`src/design/a64ps_pkg.sv`:
```
`timescale 1ns / 1ps
// ----------------------------------------------------------------------------
// a64ps_pkg
// Shared constants, decode struct and helpers for the AArch64 argument
// register scanner.
// ----------------------------------------------------------------------------
package a64ps_pkg;

  localparam int PROLOGUE_WORDS_DEF = 64;
  localparam int LOOKBACK_WORDS_DEF = 4;

  localparam int WORD_W  = 32;
  localparam int MASK_W  = 8;
  localparam int COUNT_W = 4;

  // Opcode masks and match values
  localparam logic [WORD_W-1:0] STP_SP_MASK  = 32'hFFC0_03FF;
  localparam logic [WORD_W-1:0] STP_SP_MATCH = 32'hF900_03FF;
  localparam logic [WORD_W-1:0] LDR_MASK     = 32'hFFC0_0000;
  localparam logic [WORD_W-1:0] LDR_MATCH    = 32'hF940_0000;
  localparam logic [WORD_W-1:0] ADDI_MASK    = 32'hFF80_0000;
  localparam logic [WORD_W-1:0] ADDI_MATCH   = 32'h9100_0000;
  localparam logic [WORD_W-1:0] BL_MASK      = 32'hFC00_0000;
  localparam logic [WORD_W-1:0] BL_MATCH     = 32'h9400_0000;
  localparam logic [WORD_W-1:0] MOVZ_MASK    = 32'h7F80_0000;
  localparam logic [WORD_W-1:0] MOVZ_MATCH   = 32'h5280_0000;
  localparam logic [WORD_W-1:0] MOVR_MASK    = 32'hFFE0_03E0;
  localparam logic [WORD_W-1:0] MOVR_MATCH   = 32'hAA00_03E0;

  // Per-word decode results
  typedef struct packed {
    logic              stack_store;
    logic              is_bl;
    logic [MASK_W-1:0] pro_onehot;
    logic [MASK_W-1:0] mov_onehot;
  } dec_t;

  // One-hot of a register number, zero for anything above x7
  function automatic logic [MASK_W-1:0] reg_onehot(input logic [4:0] reg_num);
    logic [MASK_W-1:0] oh;
    oh = '0;
    if (reg_num[4:3] == 2'b00) begin
      oh[reg_num[2:0]] = 1'b1;
    end
    return oh;
  endfunction

  function automatic logic [COUNT_W-1:0] popcount8(input logic [MASK_W-1:0] v);
    logic [COUNT_W-1:0] cnt;
    cnt = '0;
    for (int i = 0; i < MASK_W; i++) begin
      cnt = cnt + COUNT_W'(v[i]);
    end
    return cnt;
  endfunction

endpackage

```
`src/design/a64ps_in_if.sv`:
```
`timescale 1ns / 1ps
// ----------------------------------------------------------------------------
// a64ps_in_if
// Instruction word channel: valid/ready with word and function markers.
// ----------------------------------------------------------------------------
interface a64ps_in_if;
  logic                          valid;
  logic                          ready;
  logic [a64ps_pkg::WORD_W-1:0]  instr_word;
  logic                          first_word;
  logic                          last_word;

  modport source (output valid, output instr_word, output first_word,
                  output last_word, input ready);
  modport sink   (input valid, input instr_word, input first_word,
                  input last_word, output ready);
endinterface

```
`src/design/a64ps_out_if.sv`:
```
`timescale 1ns / 1ps
// ----------------------------------------------------------------------------
// a64ps_out_if
// Result channel: valid/ready with register mask and its population count.
// ----------------------------------------------------------------------------
interface a64ps_out_if;
  logic                          valid;
  logic                          ready;
  logic [a64ps_pkg::MASK_W-1:0]  param_mask;
  logic [a64ps_pkg::COUNT_W-1:0] param_count;

  modport source (output valid, output param_mask, output param_count,
                  input ready);
  modport sink   (input valid, input param_mask, input param_count,
                  output ready);
endinterface

```
`src/design/a64ps_decode.sv`:
```
`timescale 1ns / 1ps
// ----------------------------------------------------------------------------
// a64ps_decode
// Classify one instruction word: stack store, prologue load/add, BL, moves.
// ----------------------------------------------------------------------------
module a64ps_decode (
  input  logic [a64ps_pkg::WORD_W-1:0] instr_word,
  output a64ps_pkg::dec_t              dec
);

  logic       base_arg;
  logic       ldr_add;
  logic       is_mov;
  logic [4:0] rd;

  assign rd       = instr_word[4:0];
  assign base_arg = (instr_word[9:8] == 2'b00);  // Rn in x0-x7
  assign ldr_add  = ((instr_word & a64ps_pkg::LDR_MASK) == a64ps_pkg::LDR_MATCH) ||
                    ((instr_word & a64ps_pkg::ADDI_MASK) == a64ps_pkg::ADDI_MATCH);
  assign is_mov   = ((instr_word & a64ps_pkg::MOVZ_MASK) == a64ps_pkg::MOVZ_MATCH) ||
                    ((instr_word & a64ps_pkg::MOVR_MASK) == a64ps_pkg::MOVR_MATCH);

  always_comb begin
    dec.stack_store = ((instr_word & a64ps_pkg::STP_SP_MASK) == a64ps_pkg::STP_SP_MATCH);
    dec.is_bl       = ((instr_word & a64ps_pkg::BL_MASK) == a64ps_pkg::BL_MATCH);
    dec.pro_onehot  = (ldr_add && base_arg) ? a64ps_pkg::reg_onehot(rd) : '0;
    dec.mov_onehot  = is_mov ? a64ps_pkg::reg_onehot(rd) : '0;
  end

endmodule

```
`src/design/a64ps_win_cell.sv`:
```
`timescale 1ns / 1ps
// ----------------------------------------------------------------------------
// a64ps_win_cell
// One lookback slot: holds a move-destination one-hot, passes it on to the
// next slot on each accepted word and folds it into the running OR chain.
// ----------------------------------------------------------------------------
module a64ps_win_cell (
  input  logic                          clk,
  input  logic                          rst_n,
  input  logic                          advance,
  input  logic                          kill,
  input  logic [a64ps_pkg::MASK_W-1:0]  entry_in,
  input  logic [a64ps_pkg::MASK_W-1:0]  or_in,
  output logic [a64ps_pkg::MASK_W-1:0]  entry_out,
  output logic [a64ps_pkg::MASK_W-1:0]  or_out
);

  logic [a64ps_pkg::MASK_W-1:0] entry_r;
  logic [a64ps_pkg::MASK_W-1:0] entry_nxt;

  // Drop the neighbor's entry when a new function starts
  assign entry_nxt = kill ? '0 : entry_in;

  always_ff @(posedge clk) begin
    if (!rst_n) begin
      entry_r <= '0;
    end else if (advance) begin
      entry_r <= entry_nxt;
    end
  end

  assign entry_out = entry_r;
  assign or_out    = or_in | entry_r;

endmodule

```
`src/design/arm64_param_register_scan_core.sv`:
```
`timescale 1ns / 1ps
// ----------------------------------------------------------------------------
// arm64_param_register_scan_core
// Scans the instruction words of one AArch64 function and reports which of
// the argument registers x0-x7 it treats as parameters.
// ----------------------------------------------------------------------------
//
//  Channel  Dir  Payload                              Transaction when
//  in_ch    in   instr_word[31:0] first_word last_word  valid && ready
//  out_ch   out  param_mask[7:0] param_count[3:0]     valid && ready
//
//  One word per cycle, back to back while in_ch.ready is high; a result
//  appears the cycle after the transaction carrying last_word and sits in
//  the output register. Throughput is set by the output register:
//  in_ch.ready drops only while a result is held and out_ch.ready is low.
//  rst_n is synchronous, active low; it clears mask, counters and window.
// ----------------------------------------------------------------------------
module arm64_param_register_scan_core #(
  parameter int PROLOGUE_WORDS = a64ps_pkg::PROLOGUE_WORDS_DEF,
  parameter int LOOKBACK_WORDS = a64ps_pkg::LOOKBACK_WORDS_DEF
) (
  input  logic               clk,
  input  logic               rst_n,
  a64ps_in_if.sink           in_ch,
  a64ps_out_if.source        out_ch
);

  localparam int IDX_W  = $clog2(PROLOGUE_WORDS + 1);
  localparam int MASK_W = a64ps_pkg::MASK_W;

  // Handshake
  logic accept;

  // Scan state
  logic [MASK_W-1:0] found_r,  found_nxt;
  logic              done_r,   done_nxt;
  logic [IDX_W-1:0]  idx_r,    idx_nxt;

  // Output register
  logic                          out_valid_r;
  logic [MASK_W-1:0]             out_mask_r;
  logic [a64ps_pkg::COUNT_W-1:0] out_count_r;

  // Decode and window
  a64ps_pkg::dec_t   dec;
  logic [MASK_W-1:0] win_entry [LOOKBACK_WORDS];
  logic [MASK_W-1:0] win_or    [LOOKBACK_WORDS+1];

  // Effective state for this word: a first word starts from the reset state
  logic [MASK_W-1:0] found_base;
  logic              done_base;
  logic [IDX_W-1:0]  idx_base;
  logic              in_prologue;
  logic              idx_open;

  // Accept whenever the output slot is free or being drained this cycle
  assign in_ch.ready = !out_valid_r || out_ch.ready;
  assign accept      = in_ch.valid && in_ch.ready;

  a64ps_decode u_decode (
    .instr_word (in_ch.instr_word),
    .dec        (dec)
  );

  // Lookback window: a row of cells, newest word in cell 0. The OR chain
  // runs through every cell and gives the union of all move destinations in the window.
  assign win_or[0] = '0;

  for (genvar i = 0; i < LOOKBACK_WORDS; i++) begin : g_win
    if (i == 0) begin : g_head
      a64ps_win_cell u_cell (
        .clk       (clk),
        .rst_n     (rst_n),
        .advance   (accept),
        .kill      (1'b0),
        .entry_in  (dec.mov_onehot),
        .or_in     (win_or[i]),
        .entry_out (win_entry[i]),
        .or_out    (win_or[i+1])
      );
    end else begin : g_body
      a64ps_win_cell u_cell (
        .clk       (clk),
        .rst_n     (rst_n),
        .advance   (accept),
        .kill      (in_ch.first_word),
        .entry_in  (win_entry[i-1]),
        .or_in     (win_or[i]),
        .entry_out (win_entry[i]),
        .or_out    (win_or[i+1])
      );
    end
  end

  always_comb begin
    found_base  = in_ch.first_word ? '0   : found_r;
    done_base   = in_ch.first_word ? 1'b0 : done_r;
    idx_base    = in_ch.first_word ? '0   : idx_r;
    idx_open    = (idx_base < IDX_W'(PROLOGUE_WORDS));
    in_prologue = !done_base && idx_open;

    found_nxt = found_base;
    // Prologue: mark loads/adds from argument registers until the stack store or PROLOGUE_WORDS words
    if (in_prologue && !dec.stack_store) begin
      found_nxt = found_nxt | dec.pro_onehot;
    end
    // Call site: pull in the recent moves, but not across a function start
    if (dec.is_bl && !in_ch.first_word) begin
      found_nxt = found_nxt | win_or[LOOKBACK_WORDS];
    end

    done_nxt = done_base || (in_prologue && dec.stack_store);
    // Saturate the word counter at the prologue length
    idx_nxt  = idx_open ? idx_base + IDX_W'(1) : idx_base;
  end

  always_ff @(posedge clk) begin
    if (!rst_n) begin
      found_r <= '0;
      done_r  <= 1'b0;
      idx_r   <= '0;
    end else if (accept) begin
      found_r <= found_nxt;
      done_r  <= done_nxt;
      idx_r   <= idx_nxt;
    end
  end

  // Hold the result until the sink takes it
  always_ff @(posedge clk) begin
    if (!rst_n) begin
      out_valid_r <= 1'b0;
    end else if (accept && in_ch.last_word) begin
      out_valid_r <= 1'b1;
    end else if (out_ch.ready) begin
      out_valid_r <= 1'b0;
    end
  end

  always_ff @(posedge clk) begin
    if (accept && in_ch.last_word) begin
      out_mask_r  <= found_nxt;
      out_count_r <= a64ps_pkg::popcount8(found_nxt);
    end
  end

  assign out_ch.valid       = out_valid_r;
  assign out_ch.param_mask  = out_mask_r;
  assign out_ch.param_count = out_count_r;

endmodule

```
`src/flat_wrapper.sv`:
```
// flat-port wrapper written by rule: the top's interface ports become plain ports
module arm64_param_register_scan_core_flat 
#(
  parameter int PROLOGUE_WORDS = a64ps_pkg::PROLOGUE_WORDS_DEF,
  parameter int LOOKBACK_WORDS = a64ps_pkg::LOOKBACK_WORDS_DEF
)
  (clk, rst_n, in_ch_valid, in_ch_instr_word, in_ch_first_word, in_ch_last_word, in_ch_ready, out_ch_valid, out_ch_param_mask, out_ch_param_count, out_ch_ready);
  a64ps_in_if in_ch_i ();
  a64ps_out_if out_ch_i ();
  input  logic clk;
  input  logic rst_n;
  input wire logic [$bits(in_ch_i.valid)-1:0] in_ch_valid;
  input wire logic [$bits(in_ch_i.instr_word)-1:0] in_ch_instr_word;
  input wire logic [$bits(in_ch_i.first_word)-1:0] in_ch_first_word;
  input wire logic [$bits(in_ch_i.last_word)-1:0] in_ch_last_word;
  output wire logic [$bits(in_ch_i.ready)-1:0] in_ch_ready;
  output wire logic [$bits(out_ch_i.valid)-1:0] out_ch_valid;
  output wire logic [$bits(out_ch_i.param_mask)-1:0] out_ch_param_mask;
  output wire logic [$bits(out_ch_i.param_count)-1:0] out_ch_param_count;
  input wire logic [$bits(out_ch_i.ready)-1:0] out_ch_ready;
  assign in_ch_i.valid = in_ch_valid;
  assign in_ch_i.instr_word = in_ch_instr_word;
  assign in_ch_i.first_word = in_ch_first_word;
  assign in_ch_i.last_word = in_ch_last_word;
  assign in_ch_ready = in_ch_i.ready;
  assign out_ch_valid = out_ch_i.valid;
  assign out_ch_param_mask = out_ch_i.param_mask;
  assign out_ch_param_count = out_ch_i.param_count;
  assign out_ch_i.ready = out_ch_ready;
  arm64_param_register_scan_core #(.PROLOGUE_WORDS(PROLOGUE_WORDS), .LOOKBACK_WORDS(LOOKBACK_WORDS)) u_core (.clk(clk), .rst_n(rst_n), .in_ch(in_ch_i), .out_ch(out_ch_i));
endmodule
```
`config.mk`:
```
export PLATFORM = sky130hd
export DESIGN_NAME = arm64_param_register_scan_core_flat
export DESIGN_NICKNAME = d
export VERILOG_FILES = /design/src/design/a64ps_pkg.sv /design/src/design/a64ps_in_if.sv /design/src/design/a64ps_out_if.sv /design/src/design/a64ps_decode.sv /design/src/design/a64ps_win_cell.sv /design/src/design/arm64_param_register_scan_core.sv /design/src/flat_wrapper.sv
export SDC_FILE = /design/constraint.sdc
export NUM_CORES = 1
export LEC_CHECK = 0
export ABC_AREA = 1
export CORE_UTILIZATION = 45
export CTS_CLUSTER_SIZE = 24
export DETAILED_ROUTE_END_ITERATION = 8
export DONT_BUFFER_PORTS = 1
export GPL_TIMING_DRIVEN = 0
export PLACE_DENSITY = 0.71
export SKIP_CTS_REPAIR_TIMING = 1
export SYNTH_ARGS = -nofsm -noshare
export SYNTH_HDL_FRONTEND = slang
export SYNTH_SLANG_ARGS = --single-unit
```
`constraint.sdc`:
```
create_clock -name clk -period 4.65 [get_ports clk]
set_input_delay 0.2325 -clock clk [delete_from_list [all_inputs] [get_ports clk]]
set_output_delay 0.2325 -clock clk [all_outputs]
set_load 0.1 [all_outputs]
```
After elaboration in Yosys (flattened, before gate mapping)
Cells that the tools add are included.
{"block": "totals", "ff_bits": 61, "output_inout_bits": 14, "input_bits": 38, "wordCells": 67}
{"block": "op_classes", "n_bitwise": 5, "n_eq_ne": 6, "n_lt_le_gt_ge": 3, "n_mux": 16, "n_reduce_logical": 19, "n_addsub": 8}
{"op": "$mux 8", "n": 9}
{"op": "$or 8x8->8", "n": 5}
{"op": "$add 4x1->4", "n": 6}
{"op": "$eq 20x20->1 const B", "n": 1}
{"op": "$eq 16x16->1 const B", "n": 1}
{"op": "$mux 7", "n": 2}
{"op": "$eq 10x10->1 const B", "n": 1}
{"op": "$eq 9x9->1 const B", "n": 1}
{"op": "$eq 8x8->1 const B", "n": 1}
{"op": "$logic_and 1x1->1", "n": 8}
{"op": "$add 7x1->7 const B", "n": 1}
{"op": "$lt 7x7->1 const B", "n": 1}
{"op": "$eq 6x6->1 const B", "n": 1}
{"op": "$logic_not 1->1", "n": 4}
{"op": "$logic_not 2->1", "n": 2}
{"op": "$logic_or 1x1->1", "n": 4}
{"op": "$lt 3x4->1 const B", "n": 1}
{"op": "$mux 1", "n": 4}
{"op": "$demux 1 s3", "n": 1}
{"op": "$ge 3x1->1 const B", "n": 1}
{"op": "$add 1x1->2", "n": 1}
{"op": "$reduce_bool 2->1", "n": 1}

Longest topological paths before layout
{"block": "depth", "word_depth": 17, "depth_mapped": 17, "depth_no_buf": 17}

Hierarchy
Synthesis repeated with hierarchy kept, for this count alone.
{"block": "unflattened", "cells_unflattened": 453, "hier_area_um2": 3358.2}
{"mod": "arm64_param_register_scan_core", "instances": 1, "area_per_inst_um2": 1582.8, "cells_each": 188, "seq_area_each_um2": 700.7}
{"mod": "a64ps_win_cell", "instances": 4, "area_per_inst_um2": 347.8, "cells_each": 44, "seq_area_each_um2": 160.2}
{"mod": "a64ps_decode", "instances": 1, "area_per_inst_um2": 384.1, "cells_each": 89, "seq_area_each_um2": 0.0}

Worst setup path before layout
No wires, ideal clock.
{"block": "synth_timing", "path_type": "input port to flip-flop", "from": "input port in_ch_instr_word[25]", "to": "register u_core.out_count_r (netlist bit u_core.out_ch.param_count[2]) (data pin)", "setup_time_ps": 258, "cell_stages": 14, "arrival_time_ps": 3092, "required_time_ps": 4392, "path_buffers": 0, "setup_slack_ps": 1299, "cell_sequence": "inv_1 nand2_1 nor3_2 a21boi_4 nand2_1 nand2_1 ha_1 inv_1 fa_1 fa_1 inv_1 fa_1 fa_1 xor2_1"}
{"block": "synth_between", "elab_chain_cells": 15}
{"item": "start, declared", "line": "flat_wrapper.sv:13", "text": "input wire logic [$bits(in_ch_i.instr_word)-1:0] in_ch_instr_word;"}
{"item": "$eq 10x10->1 / $eq 9x9->1 (equally long branches)", "line": "a64ps_decode.sv:18, a64ps_decode.sv:19"}
{"item": "$logic_or 1x1->1", "line": "a64ps_decode.sv:18", "text": "assign ldr_add = ((instr_word & a64ps_pkg::LDR_MASK) == a64ps_pkg::LDR_MATCH) ||"}
{"item": "$logic_and 1x1->1", "line": "a64ps_decode.sv:26", "text": "dec.pro_onehot = (ldr_add && base_arg) ? a64ps_pkg::reg_onehot(rd) : '0;"}
{"item": "$mux 8", "line": "a64ps_decode.sv:26"}
{"item": "$or 8x8->8", "line": "arm64_param_register_scan_core.sv:105", "text": "found_nxt = found_nxt | dec.pro_onehot;"}
{"item": "$mux 8 *", "line": "arm64_param_register_scan_core.sv:104", "text": "if (in_prologue && !dec.stack_store) begin"}
{"item": "$or 8x8->8", "line": "arm64_param_register_scan_core.sv:109", "text": "found_nxt = found_nxt | win_or[LOOKBACK_WORDS];"}
{"item": "$mux 8 *", "line": "arm64_param_register_scan_core.sv:108", "text": "if (dec.is_bl && !in_ch.first_word) begin"}
{"item": "via u_core.found_nxt[1]", "line": "arm64_param_register_scan_core.sv:35", "text": "logic [MASK_W-1:0] found_r, found_nxt;"}
{"item": "$add 1x1->2 *", "line": "a64ps_pkg.sv:52", "text": "cnt = cnt + COUNT_W'(v[i]);"}
{"item": "$add 4x1->4 * (6 in a row)", "line": "a64ps_pkg.sv:52"}
{"item": "end signal, assigned", "line": "arm64_param_register_scan_core.sv:143", "text": "out_count_r <= a64ps_pkg::popcount8(found_nxt);"}
{"item": "end, declared", "line": "arm64_param_register_scan_core.sv:42", "text": "logic [a64ps_pkg::COUNT_W-1:0] out_count_r;"}
The timed path passes the listed nets; every way through them passes the cells marked *.
A chain may end at the register's enable or synchronous reset.

Final worst setup path
{"block": "layout_timing", "from": "register u_core.g_win[1].g_body.u_cell.entry_r (netlist bit u_core.g_win[1].g_body.u_cell.entry_out[1])", "to": "register u_core.out_count_r (netlist bit u_core.out_ch.param_count[2]) (data pin)"}
{"block": "layout_between", "elab_chain_cells": 12}
{"item": "start, declared", "line": "a64ps_win_cell.sv:18", "text": "logic [a64ps_pkg::MASK_W-1:0] entry_r;"}
{"item": "start signal, assigned", "line": "a64ps_win_cell.sv:28", "text": "entry_r <= entry_nxt;"}
{"item": "$or 8x8->8 (3 in a row)", "line": "a64ps_win_cell.sv:33", "text": "assign or_out = or_in | entry_r;"}
{"item": "$or 8x8->8", "line": "arm64_param_register_scan_core.sv:109"}
{"item": "$mux 8", "line": "arm64_param_register_scan_core.sv:108"}
{"item": "via u_core.found_nxt[1]", "line": "arm64_param_register_scan_core.sv:35"}
{"item": "$add 1x1->2", "line": "a64ps_pkg.sv:52"}
{"item": "$add 4x1->4 (6 in a row)", "line": "a64ps_pkg.sv:52"}
The timed path passes the listed nets, and every way through them passes these cells.

==> impl_metrics.json <==
{
  "cap_violations": 0,
  "crit_family": "adder cells",
  "start_util_pct": 47.0,
  "grt_pass1_wl_um": 11500,
  "cp-end-kind": "register",
  "area_growth_pct": 11.3,
  "wirelength_um": 6730,
  "critPathMaxStageDelay_ns": 0.49,
  "r2r_setup_slack_ns": 1.0,
  "layout_common_cells": "114 x nand2_1, 56 x nor2_1, 49 x dfxtp_1, 46 x inv_1, 36 x a21oi_1",
  "cp.arrival_ns": 3.75,
  "power_density_nw_per_um2": 369,
  "coreArea_um2": 6420,
  "period_minus_slack_ns": 3.65,
  "hold_path.class": "in2reg",
  "tightest_slew_ns": 1.03,
  "cp-start-kind": "register",
  "seq_area_frac_synth_pct": 44.5,
  "reg2reg_to": "u_core.out_ch.param_count[2]$_DFFE_PP_",
  "ant_nets": 0,
  "totalPowerFinal_mw": 1.24,
  "gr-usage-all-layers_pct": 20.9,
  "yosys_warnings": 0,
  "status": "finished, violations left",
  "hpwl_um": 4950,
  "drive_above_1_share_pct": 8.86,
  "whs_endpoint": "u_core.g_win[0].g_head.u_cell.entry_out[7]$_SDFFE_PN0P_",
  "setup_tns_ns": 0,
  "finalSetupViolCount": 0,
  "wl_per_cell_um": 13.3,
  "fin_nets": 470,
  "path_max_fanout": 3,
  "cts_buffers": 9,
  "fp.dieW_um": 83.9,
  "synthFlopType": "dfxtp_1",
  "synth_area_per_cell_um2": 7.32,
  "synth_area_um2": 3020,
  "grt_setup_unrepaired": "false",
  "hold_viol": 0,
  "portBuffers": 0,
  "crit_type": "reg2reg",
  "gp_congestion": 0.875,
  "mostFrequentLayoutCell": "nand2_1",
  "die_area_um2": 7030,
  "r2r_start": "u_core.g_win[1].g_body.u_cell.entry_out[1]$_SDFFE_PN0P_",
  "post-route-period-util_pct": 78.5,
  "cp_cell_sequence": "nor4_1 > o21ai_0 > inv_1 > nand2_1 > ha_1 > inv_1 > fa_1 > fa_1 > inv_1 > fa_1 > fa_1 > xor2_1",
  "fp-row-count": 29,
  "dieHeight_um": 83.9,
  "fmax_ghz": 0.274,
  "drc": 4,
  "synth_edf_count": 12,
  "vias": 2617,
  "grt_antenna_before_repair": 0,
  "io_pins": 52,
  "dr.pass1.iters": 7,
  "maxSlewHeadroom_pct": 31.0,
  "synthCells": 412,
  "worstHoldPathCells": 2,
  "hp-start": "rst_n",
  "cts_root_buf": "clkbuf_8",
  "synth_seq_cells": 61,
  "syn_nets": 458,
  "p_leak_nw": 1.37,
  "cts.path.max_buffers": 2,
  "cp.required_ns": 4.75,
  "cpMaxStageDelayCell": "fa_1",
  "grt_max_degree": 13,
  "finalClockSkew_ns": 0.00853,
  "ys_types": 34,
  "cp_common_cell": "fa_1",
  "diodes": 0,
  "async_flop_share_pct": 0,
  "path_buf_inv": 3,
  "drtIter0Drc": 147,
  "ir_drop_uv": 243,
  "violations": "design-rule violations",
  "grt_overflow": 0,
  "cts.sinks": 61,
  "clock_latency_ns": 0.35,
  "routed_via_density": 5.17,
  "cts_tree": "built",
  "grt_pass1_vias": 2559,
  "slew_viol_final": 0,
  "reg2reg_depth": 12,
  "cts_max_level": 3,
  "clk_pin_slew_ns": 0.07
}
==> kinds of logic (layout without fill, tap and decap cells) <==
logic type | after synthesis | in the layout | share of synthesized area (%)
adders and majority gates | 8 | 8 | 4.32
DFF | 61 | 61 | 44.5
AOI/OAI and AO/OA | 59 | 59 | 10.8
xor gates and xnor gates | 1 | 1 | 0.291
and+or+nand+nor | 218 | 218 | 31.5
buffers and inverters | 65 | 82 | 8.59
==> per-stage QoR <==
| step | instance area, um^2 | cells | hold slack [ns] | utilization [%] | setup slack (ns) |
|---|---|---|---|---|---|
| 6_report | 3360 | 506 | 0.0270 | 52.3 | 0.999 |
| 5_1_grt | 3360 | 506 | 0.0308 | 52.3 | 0.869 |
| 4_1_cts | 3350 | 505 | -0.0124 | 52.1 | 0.990 |
| 3_5_place_dp | 3110 | 489 | 0.351 | 48.5 | 1.02 |
| 3_3_place_gp | 3110 | 489 | 0.335 | 48.5 | 1.10 |
| 2_1_floorplan | 3020 | 412 | 0.330 | - | 1.30 |
==> how the worst max path moves through the flow <==
| stage | slack [ns] | to | from | depth (start not counted) |
|---|---|---|---|---|
| 6_report | 1.0 | u_core.out_ch.param_count[2]$_DFFE_PP_ | u_core.g_win[1].g_body.u_cell.entry_out[1]$_SDFFE_PN0P_ | 12 |
| 5_1_grt | 0.87 | u_core.out_ch.param_count[2]$_DFFE_PP_ | u_core.g_win[1].g_body.u_cell.entry_out[1]$_SDFFE_PN0P_ | 12 |
| 4_1_cts | 0.99 | u_core.out_ch.param_count[2]$_DFFE_PP_ | u_core.g_win[1].g_body.u_cell.entry_out[1]$_SDFFE_PN0P_ | 12 |
| 3_5_place_dp | 1.02 | u_core.out_ch.param_count[2]$_DFFE_PP_ | u_core.g_win[1].g_body.u_cell.entry_out[1]$_SDFFE_PN0P_ | 12 |
| 3_3_place_gp | 1.10 | u_core.out_ch.param_count[2]$_DFFE_PP_ | u_core.g_win[1].g_body.u_cell.entry_out[1]$_SDFFE_PN0P_ | 12 |
| 2_1_floorplan | 1.30 | u_core.out_ch.param_count[2]$_DFFE_PP_ | in_ch_instr_word[25] | 14 |
==> cells in the mapped netlist, types with 5 or more instances <==
master,instances,area [um^2]
nand2_1,114,428
nor2_1,56,210
dfxtp_1,49,981
inv_1,46,173
a21oi_1,36,180
nand3_1,22,110
o21ai_0,15,75.1
edfxtp_1,12,360
nor4_1,10,62.6
buf_2,6,30.0
inv_2,5,18.8
==> routing by layer <==
| layer | global-route usage (%) | routed length, um | up-vias |
|---|---|---|---|
| li1 | - | - | 1345 |
| met1 | 25.0 | 3010 | 1212 |
| met2 | 34.6 | 3310 | 46 |
| met3 | 6.73 | 259 | 14 |
| met4 | 8.62 | 148 | 0 |
| met5 | 0 | 0 | - |
==> layout make-up <==
| cell class | count | area (um^2) |
|---|---|---|
| Sequential cell | 61 | 1340 |
| Multi-Input combinational cell | 286 | 1420 |
| Clock inverter | 5 | 81.3 |
| Buffer | 13 | 63.8 |
| Clock buffer | 11 | 153 |
| Fill cell | 600 | 3070 |
| Inverter | 52 | 195 |
| Timing Repair Buffer | 1 | 10.0 |
| Tap cell | 77 | 96.3 |
==> power by group <==
group / total, mW / internal [mW] / switching (mW) / leakage [nW]
Sequential: 0.603 / 0.554 / 0.0490 / 0.509
Clock: 0.545 / 0.334 / 0.211 / 0.115
Combinational: 0.0910 / 0.0273 / 0.0637 / 0.747
==> state kept, by name, indices dropped and copies added, names as in the netlist <==
register and cells:
u_core.g_win.g_body.u_cell.entry_out 24, u_core.found_r 8, u_core.g_win.g_head.u_cell.entry_out 8, u_core.out_ch.param_mask 8, u_core.idx_r 7, u_core.out_ch.param_count 4
u_core.done_r 1, u_core.out_ch.valid 1
No activity file was read; power rests on OpenSTA's default activity.
